$ cat src/rtl/adc_os_pkg.sv
// Package for the ADC oversampling averager: frame geometry, derived widths,
// register indexes and register reset values. No dependencies.
`timescale 1ns / 1ps
`default_nettype none

package adc_os_pkg;

  // Frame geometry; OVERSAMPLE is taken as a power of two (1, 2, 4, 8, 16).
  localparam int unsigned CHANNELS   = 4;
  localparam int unsigned OVERSAMPLE = 8;

  localparam int unsigned SampleW = 12;
  localparam int unsigned AvgW    = 15;
  localparam int unsigned VoltW   = 16;
  localparam int unsigned OffW    = 15;
  localparam int unsigned GainW   = 16;
  localparam int unsigned MaskW   = 8;
  localparam int unsigned ChOutW  = 3;
  localparam int unsigned CfgIdxW = 3;
  localparam int unsigned CfgW    = 16;

  localparam int unsigned AccW    = $clog2(4095 * OVERSAMPLE + 1);
  localparam int unsigned OsLog2  = $clog2(OVERSAMPLE);
  localparam int unsigned ChW     = $clog2(CHANNELS);
  localparam int unsigned RndW    = (OVERSAMPLE > 1) ? $clog2(OVERSAMPLE) : 1;
  localparam int unsigned AddrW   = ChW + 1;
  localparam int unsigned MemDepth = 2 ** AddrW;
  localparam int unsigned GainFracBits = 14;

  typedef enum logic [CfgIdxW-1:0] {
    CfgOffsetAnalog  = 3'd0,
    CfgOffsetEncoder = 3'd1,
    CfgGainAnalog    = 3'd2,
    CfgGainEncoder   = 3'd3,
    CfgEncoderMask   = 3'd4
  } cfg_idx_e;

  localparam logic [OffW-1:0]  OffsetAnalogRst  = 15'd16384;
  localparam logic [OffW-1:0]  OffsetEncoderRst = 15'd16384;
  localparam logic [GainW-1:0] GainAnalogRst    = 16'(144250 / 8);
  localparam logic [GainW-1:0] GainEncoderRst   = 16'(11996 / 8);
  localparam logic [MaskW-1:0] EncoderMaskRst   = 8'd12;

endpackage

`default_nettype wire

$ cat src/rtl/adc_oversample_average_scale_core.sv
// Top level of the ADC oversampling averager with offset and gain scaling.
// Depends on adc_os_pkg for geometry, widths and register indexes.
//
// One sample is taken per clock cycle in channel-interleaved order. Sums live
// in a two-bank memory (one bank per frame in flight) with a registered read;
// each sample is a read-modify-write with registered write data, and the first
// round of a frame overwrites instead of adding, so no clearing pass exists.
// Once a frame is complete its bank is read back one channel per cycle while
// the output is not stalled, through a three-stage scaling pipeline (read,
// multiply, round and saturate), so results leave at one per cycle.
// Input stalls only at the start of a frame whose bank still holds results
// not yet read out, which happens only under output backpressure.
`timescale 1ns / 1ps
`default_nettype none

module adc_oversample_average_scale_core
  import adc_os_pkg::*;
(
  input  wire logic                     clk_i,
  input  wire logic                     rst_ni,
  input  wire logic                     cfg_we_i,
  input  wire logic [CfgIdxW-1:0]       cfg_idx_i,
  input  wire logic [CfgW-1:0]          cfg_data_i,
  input  wire logic                     in_valid_i,
  output logic                          in_ready_o,
  input  wire logic [SampleW-1:0]       sample_i,
  output logic                          out_valid_o,
  input  wire logic                     out_ready_i,
  output logic [ChOutW-1:0]             channel_index_o,
  output logic [AvgW-1:0]               average_o,
  output logic signed [VoltW-1:0]       voltage_o,
  output logic                          last_o
);

  logic [OffW-1:0]  off_ana_q, off_enc_q;
  logic [GainW-1:0] gain_ana_q, gain_enc_q;
  logic [MaskW-1:0] mask_q;

  always_ff @(posedge clk_i or negedge rst_ni) begin
    if (!rst_ni) begin
      off_ana_q  <= OffsetAnalogRst;
      off_enc_q  <= OffsetEncoderRst;
      gain_ana_q <= GainAnalogRst;
      gain_enc_q <= GainEncoderRst;
      mask_q     <= EncoderMaskRst;
    end else if (cfg_we_i) begin
      case (cfg_idx_i)
        CfgOffsetAnalog:  off_ana_q  <= cfg_data_i[OffW-1:0];
        CfgOffsetEncoder: off_enc_q  <= cfg_data_i[OffW-1:0];
        CfgGainAnalog:    gain_ana_q <= cfg_data_i[GainW-1:0];
        CfgGainEncoder:   gain_enc_q <= cfg_data_i[GainW-1:0];
        CfgEncoderMask:   mask_q     <= cfg_data_i[MaskW-1:0];
        default: ;
      endcase
    end
  end

  // Accumulation side
  logic [ChW-1:0]   ch_q;
  logic [RndW-1:0]  rnd_q;
  logic             bank_q;
  logic [1:0]       pend_q;
  logic             in_acc;
  logic             frame_end;

  logic             wr_valid_q;
  logic [AddrW-1:0] wr_addr_q;
  logic [SampleW-1:0] samp_q;
  logic             wr_first_q;
  logic             wr_last_q;
  logic [AccW-1:0]  rda_q;

  logic [AccW-1:0]  mem [MemDepth];

  assign in_ready_o = !(ch_q == '0 && rnd_q == '0 && pend_q[bank_q]);
  assign in_acc     = in_valid_i && in_ready_o;
  assign frame_end  = (ch_q == ChW'(CHANNELS - 1)) && (rnd_q == RndW'(OVERSAMPLE - 1));

  always_ff @(posedge clk_i or negedge rst_ni) begin
    if (!rst_ni) begin
      ch_q       <= '0;
      rnd_q      <= '0;
      bank_q     <= 1'b0;
      wr_valid_q <= 1'b0;
    end else begin
      wr_valid_q <= in_acc;
      if (in_acc) begin
        if (ch_q == ChW'(CHANNELS - 1)) begin
          ch_q <= '0;
          if (rnd_q == RndW'(OVERSAMPLE - 1)) begin
            rnd_q  <= '0;
            bank_q <= !bank_q;
          end else begin
            rnd_q <= rnd_q + RndW'(1);
          end
        end else begin
          ch_q <= ch_q + ChW'(1);
        end
      end
    end
  end

  always_ff @(posedge clk_i) begin
    if (in_acc) begin
      wr_addr_q  <= {bank_q, ch_q};
      samp_q     <= sample_i;
      wr_first_q <= (rnd_q == '0);
      wr_last_q  <= frame_end;
    end
  end

  // Emission side
  logic             en;
  logic             iss;
  logic             em_bank_q;
  logic [ChW-1:0]   em_ch_q;
  logic             em_done;

  logic             v1_q, last1_q;
  logic [ChW-1:0]   ch1_q;
  logic [AccW-1:0]  rdb_q;

  assign en      = !out_valid_o || out_ready_i;
  assign iss     = en && pend_q[em_bank_q];
  assign em_done = iss && (em_ch_q == ChW'(CHANNELS - 1));

  always_ff @(posedge clk_i) begin
    if (wr_valid_q) begin
      mem[wr_addr_q] <= wr_first_q ? AccW'(samp_q) : rda_q + AccW'(samp_q);
    end
    if (in_acc) begin
      rda_q <= mem[{bank_q, ch_q}];
    end
    if (iss) begin
      rdb_q <= mem[{em_bank_q, em_ch_q}];
    end
  end

  always_ff @(posedge clk_i or negedge rst_ni) begin
    if (!rst_ni) begin
      pend_q    <= '0;
      em_bank_q <= 1'b0;
      em_ch_q   <= '0;
    end else begin
      for (int b = 0; b < 2; b++) begin
        if (wr_valid_q && wr_last_q && (wr_addr_q[ChW] == 1'(b))) begin
          pend_q[b] <= 1'b1;
        end else if (em_done && (em_bank_q == 1'(b))) begin
          pend_q[b] <= 1'b0;
        end
      end
      if (iss) begin
        if (em_done) begin
          em_ch_q   <= '0;
          em_bank_q <= !em_bank_q;
        end else begin
          em_ch_q <= em_ch_q + ChW'(1);
        end
      end
    end
  end

  // Stage 1: scale the sum, pick offset and gain, form the product
  logic [AccW+2:0]       scaled;
  logic [AvgW-1:0]       avg1;
  logic [ChOutW-1:0]     ch1x;
  logic                  enc1;
  logic [OffW-1:0]       off1;
  logic [GainW-1:0]      gain1;
  logic signed [AvgW:0]  diff1;
  logic signed [32:0]    prod_full;

  assign scaled    = {rdb_q, 3'b000} >> OsLog2;
  assign avg1      = scaled[AvgW-1:0];
  assign ch1x      = ChOutW'(ch1_q);
  assign enc1      = mask_q[ch1x];
  assign off1      = enc1 ? off_enc_q : off_ana_q;
  assign gain1     = enc1 ? gain_enc_q : gain_ana_q;
  assign diff1     = $signed({1'b0, avg1}) - $signed({1'b0, off1});
  assign prod_full = diff1 * $signed({1'b0, gain1});

  logic                 v2_q, last2_q;
  logic [ChW-1:0]       ch2_q;
  logic [AvgW-1:0]      avg2_q;
  logic signed [31:0]   prod_q;

  // Stage 2: truncate toward zero and saturate
  logic signed [31:0]   biased;
  logic signed [17:0]   quot;
  logic signed [VoltW-1:0] volt2;

  assign biased = prod_q + (prod_q[31] ? 32'sd16383 : 32'sd0);
  assign quot   = biased[31:GainFracBits];

  always_comb begin
    if (quot > 18'sd32767) begin
      volt2 = 16'sh7FFF;
    end else if (quot < -18'sd32768) begin
      volt2 = 16'sh8000;
    end else begin
      volt2 = quot[VoltW-1:0];
    end
  end

  always_ff @(posedge clk_i or negedge rst_ni) begin
    if (!rst_ni) begin
      v1_q        <= 1'b0;
      v2_q        <= 1'b0;
      out_valid_o <= 1'b0;
    end else if (en) begin
      v1_q        <= iss;
      v2_q        <= v1_q;
      out_valid_o <= v2_q;
    end
  end

  always_ff @(posedge clk_i) begin
    if (en) begin
      ch1_q           <= em_ch_q;
      last1_q         <= (em_ch_q == ChW'(CHANNELS - 1));
      ch2_q           <= ch1_q;
      last2_q         <= last1_q;
      avg2_q          <= avg1;
      prod_q          <= prod_full[31:0];
      channel_index_o <= ChOutW'(ch2_q);
      average_o       <= avg2_q;
      voltage_o       <= volt2;
      last_o          <= last2_q;
    end
  end

  // Checks
  ap_bank_split: assert property (@(posedge clk_i) disable iff (!rst_ni)
    wr_valid_q && iss |-> wr_addr_q[ChW] != em_bank_q)
    else $error("accumulate write hits the bank being read out");

  ap_last_ch: assert property (@(posedge clk_i) disable iff (!rst_ni)
    out_valid_o && last_o |-> channel_index_o == ChOutW'(CHANNELS - 1))
    else $error("frame end flagged on a channel other than the last");

  ap_pend_set: assert property (@(posedge clk_i) disable iff (!rst_ni)
    wr_valid_q && wr_last_q |=> pend_q[$past(wr_addr_q[ChW])])
    else $error("completed frame not marked for readout");

endmodule

`default_nettype wire
$ cat config.mk
export PLATFORM = sky130hd
export DESIGN_NAME = adc_oversample_average_scale_core
export DESIGN_NICKNAME = d
export VERILOG_FILES = /design/src/rtl/adc_os_pkg.sv /design/src/rtl/adc_oversample_average_scale_core.sv
export SDC_FILE = /design/constraint.sdc
export NUM_CORES = 1
export LEC_CHECK = 0
export BUFFER_PORTS_ARGS = -buffer_cell sky130_fd_sc_hd__clkbuf_2
export CORE_ASPECT_RATIO = 1.25
export CORE_UTILIZATION = 50
export CTS_BUF_LIST = sky130_fd_sc_hd__clkbuf_8
export DETAILED_ROUTE_END_ITERATION = 10
export GPL_TIMING_DRIVEN = 0
export HOLD_SLACK_MARGIN = 0.1
export PLACE_DENSITY_LB_ADDON = 0.15
export SETUP_SLACK_MARGIN = 0.5
export SYNTH_ARGS = -nofsm -noshare
export SYNTH_HDL_FRONTEND = slang
export SYNTH_SLANG_ARGS = --single-unit
$ cat constraint.sdc
create_clock -name clk_i -period 8.45 [get_ports clk_i]
set_input_delay 0.4225 -clock clk_i [delete_from_list [all_inputs] [get_ports clk_i]]
set_output_delay 0.4225 -clock clk_i [all_outputs]
set_load 0.05 [all_outputs]
==> reports/qor.txt <==
Status -> finished, violations left
Failing checks -> negative setup slack
Met3 usage -> 3.305%
Normalized max-slew margin -> 8.197%
Synth Flop Type -> edfxtp_1
Gr ovfl total -> 0
Global-route wire length before repair -> 89000 um
Worst path required time -> 8.84 ns
FF/Latch Area -> 9681 um2
Clock Latency Late Sink -> 0.67 ns
YS warnings -> 0
Global routing's busiest layer -> met2
DIE WIDTH -> 196.6 um
Actual slew at the worst max-slew pin -> 1.339 ns
Initial antenna violation count -> 0
Netlist cell types -> 71
PnR worst setup slack -> -0.5512 ns
Critical Path AT -> 9.39 ns
Slew Limit Fails -> 0
Register bit total from synthesis -> 335
Synthesis-to-layout area growth -> 18.57%
Nets@finish -> 2554
DR pass1 iterations -> 5
Tcrit/Tclk final -> 106.5%
# setup viols final -> 12
RePlAce Congestion -> 0.9195
Worst setup startpoint -> ch1_q[0]$_DFFE_PP_
Die Y -> 245.3 um
Port buffer count -> 71
H-tree Lvls -> 2
Total vias in the final route -> 15430
RSZ-0062 raised after global routing -> true
Critical Path Max Stage Delay -> 0.58 ns
Dpl ws -> -1.534 ns
Layout cell share with drive strength beyond 1 -> 26.96%
Num rows -> 88
Multi-input logic area -> 13670 um2
Cells after Synth -> 1912
Gr usage total -> 24.57%
Final Hold Fails -> 0
Min Tclk post-route -> 9.001 ns
DRT Wirelength -> 57930 um
Grt met1 use -> 26.87%
Largest net degree at the start of global routing -> 63
Crit path capture type -> register
Worst setup SP type -> register
Crit path max fanout -> 6
CP dominant cell by count -> fa_2
Net Count, Synth -> 2307
Final core occ -> 60.43%
Io pins -> 73
Clk buf depth -> 3
Mapped Avg Cell Area -> 12.38 um2
WS Path Type -> register to register
Post-synthesis sequential area ratio -> 40.88%
Post-synth EDFFs -> 254
RR Startpoint -> ch1_q[0]$_DFFE_PP_
HP Class -> input pin to async pin
Die area -> 48240 um2
Clock tree root driver cell -> clkbuf_8
Vias in the first global route -> 16250
Final ANT Viol Nets -> 0
Initial Util -> 50.96%
Routed len/inst -> 20.44 um
Via density -> 5.445
CTS tree -> yes
Ys async rst share -> 24.18%
Area of the core -> 46460 um2
Initial detailed-routing violation count -> 799
Slowest stage cell on the critical path -> fa_2
GR Layer Usage met2 -> 46.58%
# DRC -> 0
Reg clk slew, reported paths -> 0.06 ns
CTS buffer count -> 54
Post-Syn Area -> 23680 um2
CTS Sinks -> 335
Filler instances -> 3797
Max-Cap Viols -> 0
Layout Skew -> 0.03743 ns
Fmax -> 111.1 MHz
Placed wire-length estimate -> 43450 um
-- cell usage after synthesis (all sizes together), types with 3 or more instances --
cell type | number | share of area [%]
nor3 | 15 | 0.36
nand3 | 16 | 0.34
inv | 266 | 4.2
buf | 21 | 0.43
a211oi | 8 | 0.30
a31oi | 4 | 0.11
o21ba | 3 | 0.13
mux2 | 120 | 5.7
or3 | 6 | 0.18
a21o | 17 | 0.54
ha | 163 | 8.6
fa | 196 | 17
nor2 | 162 | 2.6
o21a | 9 | 0.29
dfstp | 21 | 2.3
mux4 | 61 | 5.8
xnor2 | 44 | 1.6
dfrtp | 60 | 6.3
xor2 | 31 | 1.1
nor4 | 3 | 0.079
a31o | 4 | 0.15
mux2i | 31 | 1.3
nand4 | 5 | 0.13
nand2b | 26 | 0.69
o211ai | 5 | 0.18
nand2 | 163 | 2.6
clkbuf | 32 | 0.51
and2 | 14 | 0.37
and3 | 7 | 0.18
or2 | 4 | 0.11
o21ai | 48 | 1.2
nor2b | 14 | 0.37
o21bai | 4 | 0.13
edfxtp | 254 | 32
a21oi | 44 | 0.95
-- placed cells by master, fill, tap and decap left out, types with 10 or more instances in the layout --
cell type / netlist / layout
ha_4: 0 / 14
buf_6: 1 / 22
o21ai_0: 32 / 28
xor2_1: 31 / 24
a21oi_1: 43 / 29
clkbuf_2: 0 / 72
clkinv_2: 0 / 14
and2_1: 14 / 14
a21oi_2: 1 / 10
nor2_1: 162 / 146
nor2b_1: 14 / 12
dfrtp_1: 60 / 60
a21o_1: 17 / 17
dfstp_2: 21 / 21
dlygate4sd3_1: 0 / 30
edfxtp_1: 254 / 254
xnor2_1: 44 / 33
mux2_2: 120 / 118
clkbuf_8: 0 / 58
nand2_1: 163 / 157
nor2_2: 0 / 12
nor3_1: 14 / 10
buf_1: 11 / 11
clkbuf_1: 32 / 27
nand2b_1: 26 / 25
nand3_1: 16 / 15
mux2i_1: 31 / 30
fa_1: 196 / 189
mux4_2: 61 / 61
inv_1: 266 / 272
o21ai_2: 11 / 14
ha_1: 163 / 147
buf_4: 2 / 62
-- registers in the layout, summed over array words and instances (netlist names), 2 cells and up --
signal	cells
mask_q	4
avg1	15
average_o	15
prod_q	32
gain_enc_q	16
off_ana_q	15
mem	120
ch_q	2
avg2_q	15
samp_q	12
channel_index_o	2
voltage_o	16
rnd_q	3
em_ch_q	2
pend_q	2
ch1_q	2
gain_ana_q	16
rda_q	15
off_enc_q	15
wr_addr_q	3
ch2_q	2
-- final timing paths --
path / to / slack, ns / cells after the start
max: prod_q[31]$_DFFE_PP_ / -0.55 / 36
max reg2reg: prod_q[31]$_DFFE_PP_ / -0.55 / 36
min: mask_q[1]$_DFFE_PN0P_ / 0.21 / 2
min in group clk_i: mask_q[0]$_DFFE_PN0P_ / 0.25 / 3
max in group asynchronous: gain_enc_q[8]$_DFFE_PN1P_ / 7.59 / 3
min reg2reg: average_o[11]$_DFFE_PP_ / 0.40 / 0
-- layer usage --
layer / part of all wire [%] / vias up / wire (um)
met4: 4.9 / 0 / 2812
met2: 54 / 400 / 31480
li1: - / 7038 / -
met3: 4.0 / 177 / 2306
met5: 0 / - / 0
met1: 37 / 7815 / 21330
-- repair_timing --
| action | in CTS | in global routing |
|---|---|---|
| gates resized for setup | 79 | 84 |
| endpoints found under the hold margin | 143 | 0 |
| setup buffers | 46 | 30 |
| endpoints found under the setup margin | 21 | 19 |
| pin swaps | 43 | 47 |
| gates cloned | 0 | 0 |
| hold buffers | 30 | 0 |
-- kinds of logic (layout without fill, tap and decap cells) --
group	after synthesis	after routing	share of synthesized area (%)
other cells	1	2	0.01584
compound gates	167	167	4.845
fa+ha+maj	359	359	25.18
mux	212	212	12.82
flops	335	335	40.88
xor+xnor	75	75	2.774
simple gates	444	444	8.322
buf+inv	319	610	5.157
-- stage by stage --
stage / instance area [um2] / hold slack [ns] / instances / TNS (ns)
floorplan: 23830 / 0.1269 / 1912 / 0
global placement: 24970 / 0.4032 / 2613 / -15.88
detailed placement: 25230 / 0.3656 / 2627 / -17.66
CTS: 27410 / 0.1762 / 2803 / -3.260
global route: 28070 / 0.2042 / 2833 / -6.986
finish: 28080 / 0.2079 / 2834 / -3.312
-- critical path: cells and delay by family, from the launching register on --
family	cells	cell delay, ns
XOR/XNOR	1	0.09
AO/OA/AOI/OAI	11	2.08
multiplexers	2	0.88
AND/OR/NAND/NOR	5	0.57
adder cells (fa/ha/maj)	9	3.84
buffers and inverters	8	0.86
flip-flops	1	0.39
-- cell type report --
class,instances,area share [%]
multi-input combinational,1258,48.68
clock inverter,45,1.159
inverter,266,3.565
tap,630,2.807
antenna,1,0.008913
timing repair buffer,191,5.450
sequential,335,34.48
clock buffer,55,2.696
buffer,53,1.159
Power is left out: the tool's default activity adds up to more than one toggle a clock period on the data nets, which glitch-free logic cannot reach.
